==> src/hw/rtl/tst_ram.sv <==
module tst_ram #(
    parameter int WIDTH = 8,
    parameter int DEPTH = 16
) (
    input  logic                     i_clk,
    input  logic                     i_we,
    input  logic [$clog2(DEPTH)-1:0] i_waddr,
    input  logic [WIDTH-1:0]         i_wdata,
    input  logic [$clog2(DEPTH)-1:0] i_raddr,
    output logic [WIDTH-1:0]         o_rdata
);

    logic [WIDTH-1:0] r_mem [DEPTH];
    logic [WIDTH-1:0] r_rdata;

    always_ff @(posedge i_clk) begin
        if (i_we) begin
            r_mem[i_waddr] <= i_wdata;
        end
        r_rdata <= r_mem[i_raddr];
    end

    assign o_rdata = r_rdata;

endmodule

==> config.mk <==
export PLATFORM = sky130hd
export DESIGN_NAME = tst_ram
export DESIGN_NICKNAME = d
export VERILOG_FILES = /design/src/hw/rtl/tst_ram.sv
export SDC_FILE = /design/constraint.sdc
export NUM_CORES = 1
export LEC_CHECK = 0
export BUFFER_PORTS_ARGS = -buffer_cell sky130_fd_sc_hd__buf_2
export CAP_MARGIN = 20
export CORE_MARGIN = 1.5
export CORE_UTILIZATION = 44
export DETAILED_ROUTE_END_ITERATION = 8
export HOLD_SLACK_MARGIN = 0.12
export MAX_ROUTING_LAYER = met4
export PLACE_DENSITY_LB_ADDON = 0.1
export SETUP_SLACK_MARGIN = 0.4
export SYNTH_ARGS = -nofsm -noshare
export SYNTH_HDL_FRONTEND = slang
export SYNTH_SLANG_ARGS = --single-unit
==> constraint.sdc <==
create_clock -name i_clk -period 2 [get_ports i_clk]
set_input_delay 0.1 -clock i_clk [delete_from_list [all_inputs] [get_ports i_clk]]
set_output_delay 0.1 -clock i_clk [all_outputs]
set_load 0.01 [all_outputs]
==> qor.log, run 1 <==
[outcome] outcome complete, no violations
[clock_tree] root cell of the clock tree sky130_fd_sc_hd__clkbuf_16
[final_layout] proportion of layout cells with a drive suffix above 1 30.4%
[synthesis] Post-Syn Instances 229
[synthesis] count of synthesis-stage warnings from yosys 0
[global_route] vias in the first global route 2618
[global_route] all-layer global routing usage 17.9%
[routing] number of design-rule violations left by the first detailed-router iteration 143
[clock_tree] clock tree from TritonCTS yes
[synthesis] unique cell type count in the Yosys netlist 19
[power_and_ir_drop] total power divided by cell area 1040 mW/mm²
[setup_path] signal arrival time at the worst endpoint 1.68 ns
[clock_tree] PostCTS Resize Cnt 0
[sta] setup repair after global routing missed its margin no
[synthesis] dominant combinational cell family by area after synthesis multiplexers
[setup_path] Critical Path RT 2.29 ns
[final_layout] final net count 308
[routing] drt drc 0
[global_route] initial antenna violation count 0
[clock_tree] number of sinks on the clock net 136
[synthesis] number of nets in the synthesized netlist 247
[routing] post-detailed-route count of antenna-violating nets 0
[setup_path] CP endpoint kind flop
[sta] final hold viol count 0
[synthesis] post-synthesis cell type with the largest combined area sky130_fd_sc_hd__edfxtp_1
[die] horizontal die dimension 111 µm
[die] CORE AREA 0.0114 mm²
[setup_path] kind of critical path flop to flop
[placed_design] gp weighted congestion 0.716
[sta] min cycle time layout 1.40 ns
[sta] final clock skew 0.00876 ns
[final_layout] filler cell count 911
[global_route] GR Overflow Total 0
[setup_path] largest fanout of any net on the critical path 1
[routing] post-DR vias/cell 5.39
[setup_path] Critical Path Max Stage Delay 0.51 ns
[global_route] largest net degree at the start of global routing 33
[synthesis] Synth Area in Adders 0%
[flow_run] count of maximum capacitance violations 0
[sta] Period Utilization, post-route 69.8%
[synthesis] register area share after synthesis 77.8%
[sta] Final TNS setup 0 ns
[global_route] first-pass GRT wire length 15000 µm
[clock_tree] number of setup buffers added after CTS 0
[die] die area 0.0124 mm²
[clock_tree] clock buffers created by TritonCTS 17
[setup_path] number of cells traversed by the worst register-to-register path 3
[synthesis] flip-flop and latch count after synthesis 136
[placed_design] number of input and output port buffers inserted 25
[sta] Final setup viols 0
[setup_path] CP Launch Type flop
[final_layout] count of inserted antenna diode cells 0
[synthesis] Synth Area in Simple Gates 3.18%
[setup_path] library cell contributing the largest single delay on the critical path sky130_fd_sc_hd__mux4_1
[synthesis] ranking of synthesized cells by area sky130_fd_sc_hd__edfxtp_1 75%, sky130_fd_sc_hd__mux4_2 7.9%, sky130_fd_sc_hd__mux4_1 7.1%, sky130_fd_sc_hd__dfxtp_1 3.1%, sky130_fd_sc_hd__a22oi_1 2.3%
[synthesis] share of cell area taken by muxes after synthesis 15.0%
[clock_tree] insertion delay to the later sink of the worst-skew pair 0.41 ns
[final_layout] area overhead of the layout relative to synthesis 20.1%
[synthesis] average instance area after synthesis 22.5 µm²
[power_and_ir_drop] static leakage 2.10 nW
[worst_hold_path] Hold/Removal Path Class input pin to flop
[setup_path] cells traversed along the worst timing path mux4_1 > a22oi_1 > nand2_1
[die] row count 39
[sta] slew at the pin closest to its max-slew limit 0.934 ns
[worst_hold_path] worst hold path cell count 3
[placed_design] Post-Place Worst Slack 0.386 ns
[clock_tree] number of buffers between clock root and the deepest sink 2
[synthesis] post-synthesis compound-gate area fraction 2.33%
[power_and_ir_drop] VDD IR max 0.000540 V
[synthesis] xor and xnor area share after synthesis 0%
[synthesis] share of Yosys cell area claimed by the top area cell type 74.7%
[routing] vias after detailed routing 2406
[routing] Routed wire per std cell 21.9 µm
[sta] Final Max Slew Viols 0
[clock_tree] number of buffers inserted by hold repair at cts 8
[clock_tree] CTS H-tree depth 4
[die] initial standard-cell utilization of the core 45.1%
[die] DIE HEIGHT 111 µm
[routing] total routed wirelength 9750 µm
[placed_design] detailed placer's ending HPWL 6280 µm
[clock_tree] Clk pin slew, worst setup/hold paths 0.06 ns
[sta] post-route worst setup slack 0.605 ns
[sta] Max-slew headroom 37.6%
[synthesis] mapped cell area 0.00515 mm²
[die] Ports 26
[routing] 1st-pass router iterations 4
[sta] timing-limited maximum frequency 717 MHz
-- power breakdown --
group / internal (mW) / switching (mW)
sequential: 3.19 / 0.0195
clock: 1.83 / 1.11
combinational: 0.138 / 0.172
total: 5.15 / 1.30
-- path summary, 6_finish.rpt --
| kind | startpoint | end | slack (ns) |
|---|---|---|---|
| worst max-delay path | r_mem[2][3] | o_rdata[3] | 0.60 |
| worst min-delay path | i_waddr[2] | r_mem[14][2] | 0.19 |
| worst min register to register | r_mem[12][6] | o_rdata[6] | 0.67 |
| worst max register to register | r_mem[2][3] | o_rdata[3] | 0.60 |
-- critical path: cells and delay by family, from the launching register on --
kind | cells | cell delay [ns]
mux | 1 | 0.51
flops | 1 | 0.36
compound gates | 1 | 0.33
simple gates | 1 | 0.08
-- cells in the final DEF (no fill, tap or decap), types with 5 or more instances in the layout --
cell,instances
sky130_fd_sc_hd__a22oi_1,16
sky130_fd_sc_hd__buf_2,25
sky130_fd_sc_hd__buf_4,17
sky130_fd_sc_hd__clkbuf_16,17
sky130_fd_sc_hd__clkinvlp_4,5
sky130_fd_sc_hd__dfxtp_1,8
sky130_fd_sc_hd__dlygate4sd3_1,8
sky130_fd_sc_hd__edfxtp_1,128
sky130_fd_sc_hd__mux4_1,14
sky130_fd_sc_hd__mux4_2,18
sky130_fd_sc_hd__nand2_1,9
sky130_fd_sc_hd__nor2_1,13
-- routing by layer --
| layer | track usage [%] | routed length (µm) |
|---|---|---|
| met3 | 4.59 | 513 |
| met4 | 7.34 | 51 |
| met1 | 23.1 | 4260 |
| met2 | 27.3 | 4920 |
| met5 | - | 0 |
-- per-stage QoR --
stage / utilization [%] / instance area (µm²) / hold WS, ns / cells / power, mW
6_report: 54.1 / 6180 / 0.186 / 446 / 6.46
3_5_place_dp: 48.5 / 5530 / 0.501 / 406 / 3.57
2_1_floorplan: - / 5150 / 0.199 / 229 / 3.43
4_1_cts: 54.1 / 6180 / 0.169 / 446 / 6.53
5_1_grt: 54.1 / 6180 / 0.224 / 446 / 6.65
3_3_place_gp: 48.5 / 5530 / 0.497 / 406 / 3.57
-- logic make-up (layout without fill, tap and decap cells) --
family | count (synthesis) | count (layout)
AOI/OAI and AO/OA | 16 | 16
muxes | 32 | 32
buffers and inverters | 10 | 84
and+or+nand+nor | 35 | 35
DFF | 136 | 136
-- cell usage after synthesis --
cell type	n
sky130_fd_sc_hd__edfxtp_1	128
sky130_fd_sc_hd__mux4_2	18
sky130_fd_sc_hd__a22oi_1	16
sky130_fd_sc_hd__mux4_1	14
sky130_fd_sc_hd__nor2_1	13
sky130_fd_sc_hd__nand2_1	9
sky130_fd_sc_hd__dfxtp_1	8
sky130_fd_sc_hd__nor3_1	4
sky130_fd_sc_hd__buf_2	3
sky130_fd_sc_hd__buf_6	3
sky130_fd_sc_hd__clkdlybuf4s25_2	3
sky130_fd_sc_hd__nand2b_1	2
sky130_fd_sc_hd__nand3b_1	2
sky130_fd_sc_hd__and2_1	1
sky130_fd_sc_hd__and2b_1	1
sky130_fd_sc_hd__buf_4	1
sky130_fd_sc_hd__nand3_1	1
sky130_fd_sc_hd__nor2b_1	1
sky130_fd_sc_hd__or3b_2	1
-- registers in the layout, indices dropped and copies added, names as in the netlist --
name	count
r_mem	128
o_rdata	8
-- layout make-up --
class | instances | area [µm²] | area share (%)
tap | 143 | 179 | 2.90
clock buffer | 20 | 437 | 7.07
timing repair buffer | 52 | 373 | 6.03
clock inverter | 12 | 130 | 2.11
sequential | 136 | 4000 | 64.8
multi-input combinational | 83 | 1060 | 17.1
Power figures use the tool's default switching activity.
==> run 2, diff against run 1 <==
==> constraint.sdc (replaced) <==
create_clock -name i_clk -period 1.4 [get_ports i_clk]
set_input_delay 0.07 -clock i_clk [delete_from_list [all_inputs] [get_ports i_clk]]
set_output_delay 0.07 -clock i_clk [all_outputs]
set_load 0.01 [all_outputs]
==> run 2 against run 1 <==
  * Clock skew shrank 0.0050 ns
  * Largest power group is now clock
  * Setup slack lost 0.46 ns
  * Clock power grew 58%
  * Critical path type unchanged
  * Sequential cell count is the same
==> qor.log, run 2 (synthesis gave the netlist of run 1 again) <==
[outcome] outcome complete, no violations
[setup_path] worst setup slack for register-to-register paths 0.14 ns
[global_route] first-pass GRT wire length 14900 µm
[routing] Routed wire per std cell 21.1 µm
[die] CORE AREA 0.0114 mm²
[clock_tree] number of setup buffers added after CTS 0
[sta] min cycle time layout 1.26 ns
[final_layout] register with the most flip-flops r_mem
[placed_design] gp weighted congestion 0.730
[sta] WHS 0.258 ns
[clock_tree] clock buffers created by TritonCTS 17
[setup_path] CP endpoint kind flop
[clock_tree] CTS H-tree depth 4
[die] DIE HEIGHT 111 µm
[routing] vias after detailed routing 2372
[sta] slew at the pin closest to its max-slew limit 0.886 ns
[global_route] initial antenna violation count 0
[die] horizontal die dimension 111 µm
[clock_tree] insertion delay to the later sink of the worst-skew pair 0.41 ns
[sta] Final Max Slew Viols 0
[sta] Period Utilization, post-route 89.7%
[setup_path] signal arrival time at the worst endpoint 1.55 ns
[final_layout] final net count 317
[final_layout] area overhead of the layout relative to synthesis 25.1%
[sta] Final TNS setup 0 ns
[setup_path] Critical Path RT 1.70 ns
[final_layout] filler cell count 915
[clock_tree] number of buffers between clock root and the deepest sink 2
[setup_path] worst setup path endpoint o_rdata[0]
[placed_design] number of input and output port buffers inserted 25
[setup_path] largest fanout of any net on the critical path 1
[sta] post-route worst setup slack 0.144 ns
[power_and_ir_drop] total power divided by cell area 1510 mW/mm²
[setup_path] kind of critical path flop to flop
[final_layout] Finished Core Util 56.4%
[die] die area 0.0124 mm²
[sta] timing-limited maximum frequency 796 MHz
[setup_path] CP startpoint r_mem[10][0]
[final_layout] count of inserted antenna diode cells 0
[global_route] vias in the first global route 2596
[placed_design] placed cell count 415
[global_route] all-layer global routing usage 17.8%
[final_layout] Cell Count, Final, Fillers Out 455
[sta] Final setup viols 0
[placed_design] Post-Place Worst Slack -0.108 ns
[sta] Max-slew headroom 40.8%
[setup_path] reg-to-reg critical path endpoint o_rdata[0]
[power_and_ir_drop] overall power of the completed layout 9.73 mW
[routing] total routed wirelength 9600 µm
[placed_design] placement-stage cell area 0.00569 mm²
[clock_tree] number of sinks on the clock net 136
[final_layout] number of flip-flops under the largest register name 128
[routing] 1st-pass router iterations 4
[power_and_ir_drop] static leakage 2.17 nW
[global_route] largest net degree at the start of global routing 17
[die] row count 39
[setup_path] R2R Path Start r_mem[10][0]
[setup_path] number of cells traversed by the worst register-to-register path 3
[power_and_ir_drop] VDD IR max 0.000733 V
[clock_tree] Clk pin slew, worst setup/hold paths 0.05 ns
[placed_design] detailed placer's ending HPWL 6450 µm
[worst_hold_path] worst min-delay path startpoint i_waddr[1]
[clock_tree] clock tree from TritonCTS yes
[die] initial standard-cell utilization of the core 45.1%
[setup_path] CP Launch Type flop
[global_route] GR Overflow Total 0
[sta] setup repair after global routing missed its margin yes
[final_layout] most frequent cells in the layout 128 x sky130_fd_sc_hd__edfxtp_1, 32 x sky130_fd_sc_hd__mux4_2, 24 x sky130_fd_sc_hd__buf_2, 21 x sky130_fd_sc_hd__buf_4, 17 x sky130_fd_sc_hd__clkbuf_16
[final_layout] proportion of layout cells with a drive suffix above 1 43.6%
[routing] number of design-rule violations left by the first detailed-router iteration 148
[final_layout] final instance area 0.00644 mm²
[clock_tree] root cell of the clock tree sky130_fd_sc_hd__clkbuf_16
[routing] post-detailed-route count of antenna-violating nets 0
[routing] drt drc 0
[routing] post-DR vias/cell 5.21
[final_layout] most frequent standard cell in the layout excluding fill and tap cells sky130_fd_sc_hd__edfxtp_1
[sta] final clock skew 0.00377 ns
[flow_run] count of maximum capacitance violations 0
[die] Ports 26
[sta] final hold viol count 0
[worst_hold_path] Hold/Removal Path Class input pin to flop
run 2: cell count changes in the layout (fill, tap and decap cells not counted), moves of 3 or more:
cell	previous run	this run
sky130_fd_sc_hd__nor3_1	4	0
sky130_fd_sc_hd__nor2_2	0	8
sky130_fd_sc_hd__buf_4	17	21
sky130_fd_sc_hd__mux4_2	18	32
sky130_fd_sc_hd__clkbuf_8	0	3
sky130_fd_sc_hd__nor2_1	13	4
sky130_fd_sc_hd__clkinvlp_4	5	0
sky130_fd_sc_hd__mux4_1	14	0
sky130_fd_sc_hd__a22oi_2	0	8
sky130_fd_sc_hd__a22oi_1	16	8
sky130_fd_sc_hd__nor3_4	0	3
sky130_fd_sc_hd__buf_12	2	8
run 2: final cells by class:
type / count / area, µm² / share of cell area (%)
clock buffers: 23 / 478 / 7.42
repair buffers: 61 / 518 / 8.05
clock inverters: 9 / 145 / 2.25
multi-input cells: 83 / 1110 / 17.3
flip-flops and latches: 136 / 4000 / 62.2
well taps: 143 / 179 / 2.78
run 2: worst min-delay path by stage:
stage | to | slack [ns] | cells past startpoint
2_1_floorplan | r_mem[0][0] | 0.17 | 0
3_3_place_gp | r_mem[8][7] | 0.46 | 1
3_5_place_dp | o_rdata[7] | 0.46 | 1
4_1_cts | r_mem[0][7] | 0.23 | 3
5_1_grt | r_mem[0][7] | 0.25 | 3
6_report | r_mem[0][7] | 0.26 | 3
run 2: per-layer routing:
metal / GRT usage (%) / part of all wire [%] / up-vias
met3: 5.96 / 3.7 / 14
met2: 26.7 / 50 / 48
li1: - / - / 1097
met4: 6.58 / 1.6 / 0
met5: - / 0 / -
met1: 22.9 / 45 / 1213
run 2: worst max-delay path, stage by stage (launching register included):
cell	delay, ns
sky130_fd_sc_hd__edfxtp_1	0.38
sky130_fd_sc_hd__mux4_2	0.48
sky130_fd_sc_hd__a22oi_2	0.22
sky130_fd_sc_hd__nand2_1	0.07
run 2: report_power, final:
part | switching [mW] | internal (mW) | total [mW] | leakage (nW)
Sequential | 0.0238 | 4.55 | 4.58 | 1.22
Clock | 1.54 | 3.10 | 4.64 | 0.311
Combinational | 0.272 | 0.241 | 0.513 | 0.640
Total | 1.83 | 7.90 | 9.73 | 2.17
run 2: timing repair:
item | in CTS | in global routing
gates resized for setup | 8 | 1
setup endpoints to repair | 9 | 9
endpoints found under the hold margin | 128 | 0
pin swaps | 1 | 2
hold buffers | 8 | 0
